$ cat src/hw/rtl/bbad_pkg.sv
package bbad_pkg;

    localparam int QUEUE_DEPTH = 2048;
    localparam int QIDX_W      = $clog2(QUEUE_DEPTH);
    localparam int QCNT_W      = $clog2(QUEUE_DEPTH + 1);

    localparam int SIZE_W      = 31;
    localparam int OCC_W       = 33;
    localparam int ENTRIES_W   = 12;
    localparam int IN_DATA_W   = 32;
    localparam int OUT_DATA_W  = 80;

    localparam logic [OCC_W-1:0] CAP_RESET = 33'h1_0000_0000;

    localparam int CFG_ADDR_W  = 4;
    localparam int CFG_DATA_W  = 64;
    localparam logic [CFG_ADDR_W-1:0] CFG_ADDR_CAPACITY = 4'h0;

    localparam logic REQ_ADMIT = 1'b0;
    localparam logic REQ_DRAIN = 1'b1;

    typedef enum logic [1:0] {
        ST_OK       = 2'd0,
        ST_NO_SPACE = 2'd1,
        ST_FULL     = 2'd2,
        ST_EMPTY    = 2'd3
    } status_t;

    typedef enum logic {
        CT_IDLE,
        CT_EXEC
    } ctrl_state_t;

    typedef struct packed {
        logic              rd_en;
        logic              push;
        logic              pop;
        logic [SIZE_W-1:0] wdata;
    } q_cmd_t;

    typedef struct packed {
        logic [QCNT_W-1:0] count;
        logic [SIZE_W-1:0] rdata;
    } q_stat_t;

    // lowest bit is the last member
    typedef struct packed {
        logic                 pad;
        logic [ENTRIES_W-1:0] entries_out;
        logic [OCC_W-1:0]     occupancy_out;
        logic [SIZE_W-1:0]    drained_size;
        status_t              status_code;
        logic                 accepted;
    } result_t;

endpackage

$ cat src/hw/rtl/bbad_ctrl.sv
module bbad_ctrl (
    input  logic                                aclk,
    input  logic                                aresetn,
    input  logic [bbad_pkg::OCC_W-1:0]          capacity,
    input  logic                                s_tvalid,
    output logic                                s_tready,
    input  logic                                s_req_type,
    input  logic [bbad_pkg::SIZE_W-1:0]         s_req_size,
    output logic                                m_tvalid,
    input  logic                                m_tready,
    output bbad_pkg::result_t                   m_result,
    output bbad_pkg::q_cmd_t                    q_cmd,
    input  bbad_pkg::q_stat_t                   q_stat
);

    bbad_pkg::ctrl_state_t state_reg, state_next;
    logic                          type_reg, type_next;
    logic [bbad_pkg::SIZE_W-1:0]   size_reg, size_next;
    logic [bbad_pkg::OCC_W-1:0]    occ_reg, occ_next;
    logic                          m_valid_reg, m_valid_next;
    bbad_pkg::result_t             res_reg, res_next;

    logic                          out_free;
    logic [bbad_pkg::OCC_W:0]      sum;
    logic [bbad_pkg::QCNT_W-1:0]   cnt_after;

    assign out_free = !m_valid_reg || m_tready;
    assign sum      = {1'b0, occ_reg} + {{(bbad_pkg::OCC_W + 1 - bbad_pkg::SIZE_W){1'b0}}, size_reg};

    always_comb begin
        state_next   = state_reg;
        type_next    = type_reg;
        size_next    = size_reg;
        occ_next     = occ_reg;
        m_valid_next = m_valid_reg && !m_tready;
        res_next     = res_reg;
        s_tready     = 1'b0;
        q_cmd        = '0;
        q_cmd.wdata  = size_reg;
        cnt_after    = q_stat.count;
        case (state_reg)
            bbad_pkg::CT_IDLE: begin
                s_tready = 1'b1;
                if (s_tvalid) begin
                    q_cmd.rd_en = 1'b1;
                    type_next   = s_req_type;
                    size_next   = s_req_size;
                    state_next  = bbad_pkg::CT_EXEC;
                end
            end
            bbad_pkg::CT_EXEC: begin
                if (out_free) begin
                    res_next              = '0;
                    res_next.status_code  = bbad_pkg::ST_OK;
                    if (type_reg == bbad_pkg::REQ_ADMIT) begin
                        if (sum > {1'b0, capacity}) begin
                            res_next.status_code = bbad_pkg::ST_NO_SPACE;
                        end else if (q_stat.count >=
                                     bbad_pkg::QCNT_W'(bbad_pkg::QUEUE_DEPTH)) begin
                            res_next.status_code = bbad_pkg::ST_FULL;
                        end else begin
                            q_cmd.push        = 1'b1;
                            occ_next          = sum[bbad_pkg::OCC_W-1:0];
                            cnt_after         = q_stat.count + 1'b1;
                            res_next.accepted = 1'b1;
                        end
                    end else begin
                        if (q_stat.count == '0) begin
                            res_next.status_code = bbad_pkg::ST_EMPTY;
                        end else begin
                            q_cmd.pop             = 1'b1;
                            res_next.drained_size = q_stat.rdata;
                            occ_next = (occ_reg >= bbad_pkg::OCC_W'(q_stat.rdata)) ?
                                       occ_reg - bbad_pkg::OCC_W'(q_stat.rdata) : '0;
                            cnt_after             = q_stat.count - 1'b1;
                            res_next.accepted     = 1'b1;
                        end
                    end
                    res_next.occupancy_out = occ_next;
                    res_next.entries_out   = bbad_pkg::ENTRIES_W'(cnt_after);
                    m_valid_next           = 1'b1;
                    state_next             = bbad_pkg::CT_IDLE;
                end
            end
            default: begin
                state_next = bbad_pkg::CT_IDLE;
            end
        endcase
    end

    always_ff @(posedge aclk) begin
        if (!aresetn) begin
            state_reg   <= bbad_pkg::CT_IDLE;
            occ_reg     <= '0;
            m_valid_reg <= 1'b0;
        end else begin
            state_reg   <= state_next;
            occ_reg     <= occ_next;
            m_valid_reg <= m_valid_next;
        end
    end

    always_ff @(posedge aclk) begin
        type_reg <= type_next;
        size_reg <= size_next;
        res_reg  <= res_next;
    end

    assign m_tvalid = m_valid_reg;
    assign m_result = res_reg;

    a_accept_matches_status: assert property (@(posedge aclk) disable iff (!aresetn)
        m_valid_reg |-> (res_reg.accepted == (res_reg.status_code == bbad_pkg::ST_OK)))
        else $error("accepted flag disagrees with status");

    a_drained_zero_on_fail: assert property (@(posedge aclk) disable iff (!aresetn)
        (m_valid_reg && !res_reg.accepted) |-> (res_reg.drained_size == '0))
        else $error("drained size nonzero on rejected request");

    a_count_bounded: assert property (@(posedge aclk) disable iff (!aresetn)
        q_stat.count <= bbad_pkg::QCNT_W'(bbad_pkg::QUEUE_DEPTH))
        else $error("queue count exceeds depth");

    a_queue_ops_in_exec: assert property (@(posedge aclk) disable iff (!aresetn)
        (q_cmd.push || q_cmd.pop) |-> (state_reg == bbad_pkg::CT_EXEC && out_free))
        else $error("queue update outside commit");

    a_occ_holds_when_idle: assert property (@(posedge aclk) disable iff (!aresetn)
        (state_reg == bbad_pkg::CT_IDLE) |=> (occ_reg == $past(occ_reg)))
        else $error("occupancy changed without a request");

endmodule

$ cat config.mk
export PLATFORM = sky130hd
export DESIGN_NAME = bbad_ctrl
export DESIGN_NICKNAME = d
export VERILOG_FILES = /design/src/hw/rtl/bbad_pkg.sv /design/src/hw/rtl/bbad_ctrl.sv
export SDC_FILE = /design/constraint.sdc
export NUM_CORES = 1
export LEC_CHECK = 0
export BUFFER_PORTS_ARGS = -buffer_cell sky130_fd_sc_hd__buf_2
export CORE_ASPECT_RATIO = 1.25
export CORE_MARGIN = 2
export CORE_UTILIZATION = 51
export CTS_CLUSTER_DIAMETER = 50
export DETAILED_ROUTE_END_ITERATION = 8
export GPL_TIMING_DRIVEN = 1
export PLACE_DENSITY = 0.79
export SLEW_MARGIN = 20
export SYNTH_ARGS = -nofsm -noshare
export SYNTH_HDL_FRONTEND = slang
export SYNTH_SLANG_ARGS = --single-unit
$ cat constraint.sdc
create_clock -name aclk -period 5.1 [get_ports aclk]
set_clock_uncertainty 0.15 [all_clocks]
set_input_delay 0.765 -clock aclk [delete_from_list [all_inputs] [get_ports aclk]]
set_output_delay 0.765 -clock aclk [all_outputs]
set_load 0.02 [all_outputs]
==> impl_metrics.py, run 1 <==
metrics = {
    "status": {
        "status": "finished, violations left",
        "violations": "setup timing",
    },
    "sta": {
        "fmax_mhz": 181,
        "period_needed_ns": 5.53,
        "setup_tns_ns": -0.573,
        "tightest_slew_ns": 0.906,
        "timing.final.ws_setup_ns": -0.425,
        "slew_headroom": 0.396,
        "rsz0062_at_grt": "true",
        "finalCritPeriodShare": 1.08,
        "drv_slew": 0,
        "finalHoldViolCount": 0,
        "setup_viol": 11,
    },
    "clock_network": {
        "numCtsBuffers": 17,
        "clock_path_buffers": 2,
        "cts_tree": "yes",
        "cts_max_level": 4,
        "clkTransAtPathRegs_ns": 0.06,
        "ctsRootBufferMaster": "clkbuf_16",
        "cts_sinks": 146,
        "insertion_delay_ns": 0.44,
        "cts_hold_buf": 0,
    },
    "grt": {
        "grt_pass1_vias": 10000,
        "grtUsageTotal": 0.295,
        "grt_pass1_wl_um": 51000,
        "antenna_found_initial": 0,
        "grt_max_degree": 68,
        "grt_overflow_total": 0,
    },
    "placed_design": {
        "dp_hpwl_um": 25900,
        "gp_congestion": 0.969,
        "port_buffers": 226,
        "pre_cts_slack_ns": -0.169,
        "dpl_cell_area_um2": 12900,
    },
    "critical_path": {
        "crit_path_start_kind": "flop",
        "required_ns": 4.18,
        "reg2reg_depth": 23,
        "worstSetupEndpointType": "output port",
        "worst_path_max_delay_cell": "edfxtp_1",
        "cp_cell_sequence": "ha_2 > inv_2 > fa_2 > nor2b_2 > o31a_1 > o32ai_4 > o21ai_2 > a311o_1 > o311ai_2 > xnor2_1 > ha_1 > and3_4 > a221oi_2 > o21ai_2 > mux2_4 > o31ai_4 > o211a_1 > nand3_2 > nor2_4 > buf_6",
        "path_max_fanout": 3,
        "cp.arrival_ns": 4.61,
        "rrSetupSlack_ns": -0.04,
        "crit_type": "flop to output port",
        "max_stage_delay_ns": 0.40,
        "crit_top_cell": "o21ai_2",
    },
    "hold_path": {
        "worstHoldPathCells": 1,
        "hp-class": "input port to flop",
    },
    "floorplan": {
        "die_area_um2": 22100,
        "die_h_um": 166,
        "core-area_um2": 20700,
        "initial_core_util": 0.517,
        "rows": 59,
        "io_pins": 228,
        "die_width_um": 133,
    },
    "routing": {
        "drc": 0,
        "wl_per_cell_um": 19.0,
        "viasPerCell": 5.93,
        "vias": 10600,
        "drtPass1Iterations": 8,
        "detail-route-antenna-nets": 0,
        "wl_um": 34100,
        "drt_iter0_drc": 868,
    },
    "cells_and_area": {
        "multi_input_area_um2": 6340,
        "num-nets-final": 1715,
        "largest_reg_flops": 79,
        "diodes": 0,
        "drive_above_1_share": 0.318,
        "fin_area_um2": 14000,
        "seq_area_um2": 4040,
        "fill_cells": 1678,
        "syn_to_final_growth_pct": 31.0,
    },
    "yosys": {
        "seq_area_frac_synth": 0.378,
        "yosysWarningCount": 0,
        "synth_cells": 1162,
        "synthSimpleGateAreaFrac": 0.162,
        "synth_cell_types": 91,
        "synth_flop_cell": "edfxtp_1",
        "synth_seq_cells": 146,
        "synth-compound-area-share": 0.228,
        "synth_edf_count": 111,
        "synthAdderAreaFrac": 0.117,
        "muxShareOfSynthArea": 0.00480,
        "syn_avg_cell_area_um2": 9.19,
        "synth_top_family_by_area": "compound AO/OA/AOI/OAI gates",
        "syn_area_um2": 10700,
        "async_flop_share": 0,
        "syn_nets": 1373,
        "synth_xor_area_frac": 0.0525,
    },
    "power": {
        "total_power_mw": 4.29,
        "clkPwrFrac": 0.311,
        "powerDensity_nw_per_um2": 307,
        "irDropWorstVdd_mv": 0.248,
        "pwr-share-seq": 0.338,
        "p_leak_nw": 6.45,
        "p_sw_frac": 0.344,
        "intPower_mw": 2.81,
        "power_frac_comb": 0.351,
        "switchingPower_mw": 1.48,
    },
    "flow_run": {
        "cap_violations": 0,
    },
}
per-stage QoR:
step | hold slack (ns) | std cells | util
global route | 0.343 | 1791 | 0.677
global placement | 0.369 | 1739 | 0.625
floorplan | 0.348 | 1162 | -
detailed placement | 0.371 | 1739 | 0.625
finish | 0.342 | 1791 | 0.677
CTS | 0.343 | 1774 | 0.661
critical path: cells and delay by family, from the launching register on:
family | cells | cell delay (ns)
AOI/OAI and AO/OA | 9 | 1.95
adders and majority gates | 3 | 0.68
and+or+nand+nor | 4 | 0.48
DFF | 1 | 0.40
muxes | 1 | 0.29
buffers and inverters | 2 | 0.19
xor gates and xnor gates | 1 | 0.17
cells in the mapped netlist (all sizes together) (10+ instances only):
library cell / instances / share of area
a22oi: 11 / 0.0090
buf: 26 / 0.015
a21oi: 78 / 0.038
a211oi: 11 / 0.0077
xnor2: 45 / 0.037
nor2b: 12 / 0.0070
nand2: 104 / 0.037
nor2: 97 / 0.034
ha: 97 / 0.11
nand4: 15 / 0.010
a21o: 27 / 0.019
nand3: 38 / 0.018
clkbuf: 19 / 0.0067
inv: 102 / 0.036
nor4: 10 / 0.0070
a221o: 10 / 0.0094
o21ai: 83 / 0.039
and2: 10 / 0.0059
xor2: 19 / 0.016
a31oi: 29 / 0.018
edfxtp: 111 / 0.31
nor3: 20 / 0.013
o21a: 13 / 0.0091
dfxtp: 35 / 0.066
cell type report:
cell class              count  area share
flip-flops and latches    146       0.289
clock inverters            12      0.0111
repair buffers            368       0.162
well taps                 274      0.0245
inverters                 102      0.0278
clock buffers              20      0.0327
multi-input cells         869       0.454
logic make-up (layout without fill, tap and decap cells):
kind of cell / after synthesis / after routing
and+or+nand+nor: 351 / 351
other: 1 / 1
AOI/OAI and AO/OA: 349 / 349
muxes: 5 / 5
adders and majority gates: 99 / 99
buffers and inverters: 147 / 502
xor gates and xnor gates: 64 / 64
DFF: 146 / 146
path summary, 6_finish.rpt:
path | from | end
worst max-delay path | size_reg[0]$_DFFE_PP_ | q_cmd[32]
worst min-delay path | s_req_size[23] | size_reg[23]$_DFFE_PP_
worst max register to register | size_reg[0]$_DFFE_PP_ | occ_reg[7]$_SDFFE_PN0P_
worst min register to register | m_tvalid$_SDFF_PN0_ | m_tvalid$_SDFF_PN0_
power by group through the flow:
stage / sequential [mW] / combinational [mW] / clock, mW
finish: 1.45 / 1.50 / 1.34
CTS: 1.45 / 1.40 / 1.33
global placement: 1.47 / 1.34 / 0
floorplan: 1.54 / 0.809 / 0
detailed placement: 1.47 / 1.37 / 0
global route: 1.46 / 1.62 / 1.38
per-layer routing:
metal,vias to the layer above,track usage,routed length (µm)
met5,-,0,0
met4,0,0.129,1380
met3,105,0.0540,2880
met2,571,0.495,16500
met1,4966,0.372,13300
li1,4970,-,-
cells in the final DEF, fill, tap and decap left out, types with 17 or more instances in the layout:
cell,instances
xnor2_1,44
a21o_1,27
nand2_1,101
a21oi_1,69
nor3_1,17
nor2_1,93
buf_2,225
buf_4,136
ha_1,91
inv_1,99
dfxtp_1,32
o21ai_0,66
edfxtp_1,111
nand3_1,35
xor2_1,19
a31oi_1,25
clkbuf_16,19
what timing repair did:
item,in CTS,in global routing
pin swaps,12,28
setup buffers,3,16
cloned,0,1
endpoints found under the setup margin,29,68
endpoints found under the hold margin,0,0
resized for setup,16,49
Power figures use the tool's default switching activity.
==> run 2: changes to the inputs <==
--- a/config.mk
+++ b/config.mk
@@ -6,13 +6,12 @@
 export NUM_CORES = 1
 export LEC_CHECK = 0
 export BUFFER_PORTS_ARGS = -buffer_cell sky130_fd_sc_hd__buf_2
-export CORE_ASPECT_RATIO = 1.25
 export CORE_MARGIN = 2
 export CORE_UTILIZATION = 51
 export CTS_CLUSTER_DIAMETER = 50
 export DETAILED_ROUTE_END_ITERATION = 8
 export GPL_TIMING_DRIVEN = 1
-export PLACE_DENSITY = 0.79
+export PLACE_DENSITY_LB_ADDON = 0.08
 export SLEW_MARGIN = 20
 export SYNTH_ARGS = -nofsm -noshare
 export SYNTH_HDL_FRONTEND = slang
==> impl_metrics.py, run 2 (synthesized netlist as in run 1, its figures left out) <==
metrics = {
    "power": {
        "power_frac_comb": 0.362,
        "p_leak_nw": 6.49,
        "pwr-share-seq": 0.337,
        "powerDensity_nw_per_um2": 303,
        "switchingPower_mw": 1.52,
        "intPower_mw": 2.81,
        "irDropWorstVdd_mv": 0.220,
        "p_sw_frac": 0.351,
        "clkPwrFrac": 0.301,
    },
    "critical_path": {
        "max_stage_delay_ns": 0.40,
        "path_delay_family": "compound AO/OA/AOI/OAI gates",
        "cp.arrival_ns": 4.63,
        "crit_type": "flop to output port",
        "crit_top_cell": "o21ai_2",
        "crit_buf_inv": 2,
        "worstSetupEndpointType": "output port",
        "worst_path_max_delay_cell": "edfxtp_1",
        "rrSetupSlack_ns": -0.17,
        "cp_cell_sequence": "ha_2 > inv_2 > fa_2 > nor2b_2 > o31a_1 > o32ai_4 > o21ai_2 > a311o_1 > o311ai_2 > xnor2_1 > ha_1 > and3_4 > a221oi_4 > o21ai_2 > mux2_4 > o31ai_4 > o211a_1 > nand3_2 > nor2_4 > buf_6",
        "required_ns": 4.18,
        "crit_path_start_kind": "flop",
        "path_max_fanout": 2,
    },
    "sta": {
        "drv_slew": 0,
        "finalCritPeriodShare": 1.09,
        "fmax_mhz": 180,
        "hold_slack_ns": 0.357,
        "period_needed_ns": 5.54,
        "timing.final.ws_setup_ns": -0.440,
        "finalHoldViolCount": 0,
        "tightest_slew_ns": 1.08,
        "rsz0062_at_grt": "true",
        "slew_headroom": 0.279,
        "setup_viol": 13,
    },
    "cells_and_area": {
        "fin_util": 0.700,
        "largest_reg_flops": 79,
        "diodes": 0,
        "fin_area_um2": 14300,
        "num-nets-final": 1716,
        "syn_to_final_growth_pct": 33.6,
        "final_common_cell": "buf_2",
        "fill_cells": 1600,
        "mostFrequentLayoutCells": "225 x buf_2, 124 x buf_4, 111 x edfxtp_1",
        "drive_above_1_share": 0.335,
    },
    "routing": {
        "wl_per_cell_um": 18.8,
        "vias": 10400,
        "viasPerCell": 5.82,
        "drc": 0,
        "wl_um": 33700,
        "detail-route-antenna-nets": 0,
        "drt_iter0_drc": 803,
        "drtPass1Iterations": 5,
    },
    "hold_path": {
        "hp-class": "input port to flop",
    },
    "floorplan": {
        "initial_core_util": 0.524,
        "core-area_um2": 20400,
        "io_pins": 228,
        "rows": 52,
        "die_area_um2": 22100,
        "die_h_um": 149,
        "die_width_um": 149,
    },
    "grt": {
        "grt_max_degree": 97,
        "antenna_found_initial": 0,
        "grt_overflow_total": 0,
        "grt_pass1_wl_um": 50500,
        "grtUsageTotal": 0.296,
        "grt_pass1_vias": 9530,
    },
    "placed_design": {
        "gp_congestion": 0.925,
        "dp_hpwl_um": 25700,
        "pre_cts_slack_ns": -0.189,
        "port_buffers": 226,
        "dpl_cell_area_um2": 12900,
    },
    "status": {
        "status": "finished, violations left",
        "violations": "setup timing",
    },
    "clock_network": {
        "clkTransAtPathRegs_ns": 0.06,
        "cts_tree": "yes",
        "insertion_delay_ns": 0.43,
        "clock_path_buffers": 2,
        "cts_max_level": 4,
        "ctsRootBufferMaster": "clkbuf_16",
        "cts_sinks": 146,
        "numCtsBuffers": 17,
    },
    "flow_run": {
        "cap_violations": 0,
    },
}
[run 2: changes by cell type in the layout (fill, tap and decap cells not counted), sizes merged]
cell / change
clkinvlp: +1
inv: +4
bufinv: -2
clkbuf: +2
clkinv: -4
[run 2: power groups by stage]
stage               combinational, mW  clock [mW]  sequential, mW
CTS                              1.42        1.31            1.45
finish                           1.57        1.30            1.46
detailed placement               1.39           0            1.48
floorplan                       0.809           0            1.54
global placement                 1.37           0            1.48
global route                     1.70        1.36            1.46
[run 2: routing by layer]
metal  track usage  wire length [µm]  vias up
met2         0.448             14900      491
li1              -                 -     4989
met1         0.436             15400     4887
met4        0.0719               555        0
met3        0.0601              2860       48
met5             0                 0        -
[run 2: worst paths after layout]
| path | from | end | depth (start not counted) |
|---|---|---|---|
| max | size_reg[0]$_DFFE_PP_ | q_cmd[32] | 20 |
| min | s_req_size[22] | size_reg[22]$_DFFE_PP_ | 1 |
| max reg2reg | size_reg[0]$_DFFE_PP_ | m_result[56]$_DFFE_PP_ | 23 |
| min reg2reg | m_tvalid$_SDFF_PN0_ | m_tvalid$_SDFF_PN0_ | 2 |
[run 2: area by class of cell]
| type | count | area (µm²) | share of cell area |
|---|---|---|---|
| Sequential cell | 146 | 4040 | 0.283 |
| Inverter | 102 | 388 | 0.0272 |
| Tap cell | 270 | 338 | 0.0237 |
| Multi-Input combinational cell | 869 | 6540 | 0.459 |
| Timing Repair Buffer | 369 | 2350 | 0.165 |
| Clock buffer | 21 | 493 | 0.0346 |
| Clock inverter | 11 | 115 | 0.00807 |
[run 2: repair_timing]
item / in CTS / in global routing
endpoints found under the setup margin: 43 / 79
pin swaps: 17 / 56
gates cloned: 0 / 2
setup buffers: 8 / 20
hold buffers: 0 / 0
gates resized for setup: 23 / 86
[run 2: per-stage QoR]
stage / std cells / total power [mW] / setup TNS (ns)
after CTS: 1768 / 4.19 / -0.419
after detailed placement: 1728 / 2.86 / -1.76
after global placement: 1728 / 2.84 / -0.357
after global routing: 1788 / 4.52 / -8.98
final: 1788 / 4.33 / -0.907
after floorplan: 1162 / 2.35 / -0.0808
==> run 3: changes to the inputs <==
--- a/config.mk
+++ b/config.mk
@@ -12,6 +12,7 @@
 export DETAILED_ROUTE_END_ITERATION = 8
 export GPL_TIMING_DRIVEN = 1
 export PLACE_DENSITY_LB_ADDON = 0.08
+export REMOVE_ABC_BUFFERS = 1
 export SLEW_MARGIN = 20
 export SYNTH_ARGS = -nofsm -noshare
 export SYNTH_HDL_FRONTEND = slang
==> impl_metrics.py, run 3 (synthesized netlist as in run 1, its figures left out) <==
metrics = {
    "status": {
        "status": "finished, violations left",
        "violations": "setup timing",
    },
    "critical_path": {
        "path_max_fanout": 2,
        "worst_path_max_delay_cell": "edfxtp_1",
        "path_delay_family": "compound AO/OA/AOI/OAI gates",
        "reg2reg_depth": 26,
        "required_ns": 4.18,
        "rrSetupSlack_ns": -0.34,
        "max_stage_delay_ns": 0.36,
        "worstSetupEndpointType": "output port",
        "cp.arrival_ns": 4.66,
        "reg2reg_from": "size_reg[0]$_DFFE_PP_",
        "crit_type": "flop to output port",
        "crit_buf_inv": 2,
        "cp_cell_sequence": "ha_2 > inv_2 > fa_2 > nor2b_2 > o31a_1 > o32ai_4 > o21ai_2 > a311o_1 > a21oi_1 > xnor2_1 > ha_1 > and3_4 > a221oi_4 > o21ai_2 > mux2_4 > o31ai_4 > o211a_1 > nand3_2 > nor2_4 > buf_6",
        "reg2reg_to": "occ_reg[20]$_SDFFE_PN0P_",
        "crit_top_cell": "o21ai_2",
        "crit_path_start_kind": "flop",
    },
    "cells_and_area": {
        "largest_reg_flops": 79,
        "multi_input_area_um2": 6480,
        "syn_to_final_growth_pct": 35.0,
        "fin_area_um2": 14400,
        "drive_above_1_share": 0.335,
        "fin_util": 0.708,
        "num-nets-final": 1740,
        "mostFrequentLayoutCells": "225 x buf_2, 151 x buf_4, 111 x edfxtp_1",
        "seq_area_um2": 4030,
        "final_common_cell": "buf_2",
        "fill_cells": 1583,
    },
    "grt": {
        "antenna_found_initial": 1,
        "grtUsageTotal": 0.312,
        "grt_pass1_wl_um": 53100,
        "grt_pass1_vias": 10000,
        "grt_overflow_total": 0,
        "grt_max_degree": 75,
    },
    "sta": {
        "hold_slack_ns": 0.351,
        "rsz0062_at_grt": "true",
        "tightest_slew_ns": 0.967,
        "finalHoldViolCount": 0,
        "setup_viol": 54,
        "period_needed_ns": 5.58,
        "timing.final.ws_setup_ns": -0.478,
        "fmax_mhz": 179,
        "drv_slew": 0,
        "finalCritPeriodShare": 1.09,
        "slew_headroom": 0.354,
    },
    "routing": {
        "drt_iter0_drc": 849,
        "wl_per_cell_um": 19.5,
        "viasPerCell": 5.76,
        "detail-route-antenna-nets": 0,
        "drc": 0,
        "vias": 10400,
        "drtPass1Iterations": 5,
        "wl_um": 35300,
    },
    "power": {
        "total_power_mw": 4.48,
        "powerDensity_nw_per_um2": 311,
        "p_leak_nw": 6.66,
        "irDropWorstVdd_mv": 0.256,
    },
    "floorplan": {
        "io_pins": 228,
        "rows": 52,
        "die_h_um": 149,
        "die_width_um": 149,
        "initial_core_util": 0.524,
        "core-area_um2": 20400,
        "die_area_um2": 22100,
    },
    "clock_network": {
        "cts_max_level": 4,
        "cts_sinks": 146,
        "clock_path_buffers": 2,
        "ctsRootBufferMaster": "clkbuf_16",
        "insertion_delay_ns": 0.43,
        "clkTransAtPathRegs_ns": 0.07,
        "cts_tree": "yes",
        "numCtsBuffers": 17,
    },
    "placed_design": {
        "dpl_cell_area_um2": 13100,
        "port_buffers": 226,
        "dp_hpwl_um": 26600,
        "gp_congestion": 0.933,
    },
    "hold_path": {
        "hp-class": "input port to flop",
        "hold_start": "s_req_size[26]",
        "min_to": "size_reg[26]$_DFFE_PP_",
        "worstHoldPathCells": 1,
    },
    "flow_run": {
        "cap_violations": 0,
    },
}
[run 3: worst max-delay path by stage]
stage	cells after the start	slack, ns	to	from
after global placement	20	-0.30	q_cmd[32]	size_reg[0]$_DFFE_PP_
after detailed placement	20	-0.39	q_cmd[32]	size_reg[0]$_DFFE_PP_
after global routing	21	-0.68	q_cmd[32]	size_reg[0]$_DFFE_PP_
final	20	-0.48	q_cmd[32]	size_reg[0]$_DFFE_PP_
after floorplan	17	-0.57	q_cmd[32]	size_reg[7]$_DFFE_PP_
after CTS	20	-0.52	q_cmd[32]	size_reg[0]$_DFFE_PP_
[run 3: layout make-up]
class,count,share of cell area
Multi-Input combinational cell,869,0.450
Sequential cell,146,0.280
Timing Repair Buffer,393,0.174
Clock buffer,20,0.0303
Inverter,102,0.0271
Tap cell,270,0.0234
Clock inverter,12,0.0159
Antenna cell,1,0.000174
[run 3: report_power, final]
group	switching, mW	internal (mW)	leakage (nW)
registers	0.0578	1.39	1.35
logic	0.911	0.671	5.00
clock network	0.532	0.922	0.311
[run 3: metal layers]
metal	wire length (µm)	global-route usage	up-vias
met5	0	0	-
met4	761	0.0962	0
met3	2920	0.0595	51
met2	15600	0.484	479
met1	16000	0.444	4894
li1	-	-	5022
[run 3: stage by stage]
| step | setup slack (ns) | instances | TNS (ns) |
|---|---|---|---|
| after CTS | -0.520 | 1799 | -1.75 |
| after detailed placement | -0.390 | 1758 | -10.21 |
| after global placement | -0.302 | 1758 | -4.61 |
| final | -0.478 | 1813 | -11.75 |
| after global routing | -0.681 | 1812 | -24.23 |
| after floorplan | -0.566 | 1117 | -1.74 |
[run 3: timing repair]
item | 4_1_cts | 5_1_grt
setup endpoints to repair | 77 | 79
pin swaps | 21 | 52
hold buffers | 0 | 0
endpoints found under the hold margin | 0 | 0
buffers inserted | 10 | 15
cloned | 0 | 1
gates resized for setup | 30 | 79
[run 3: worst register-to-register path, stage by stage, from the launching register on]
cell and delay, ns:
edfxtp_1 0.36, ha_2 0.19, inv_2 0.04, fa_2 0.36, nor2b_2 0.14, o31a_1 0.30, o32ai_4 0.17, o21ai_2 0.19
a311o_1 0.28, a21oi_1 0.11, xnor2_1 0.23, ha_1 0.28, and3_4 0.20, a221oi_4 0.28, o21ai_2 0.12, mux2_4 0.28
o31ai_4 0.08, o211a_1 0.24, buf_4 0.12, buf_6 0.08, buf_6 0.08, buf_6 0.09, buf_8 0.12, a31oi_4 0.15
buf_6 0.19, a221o_1 0.33, o21ba_1 0.18
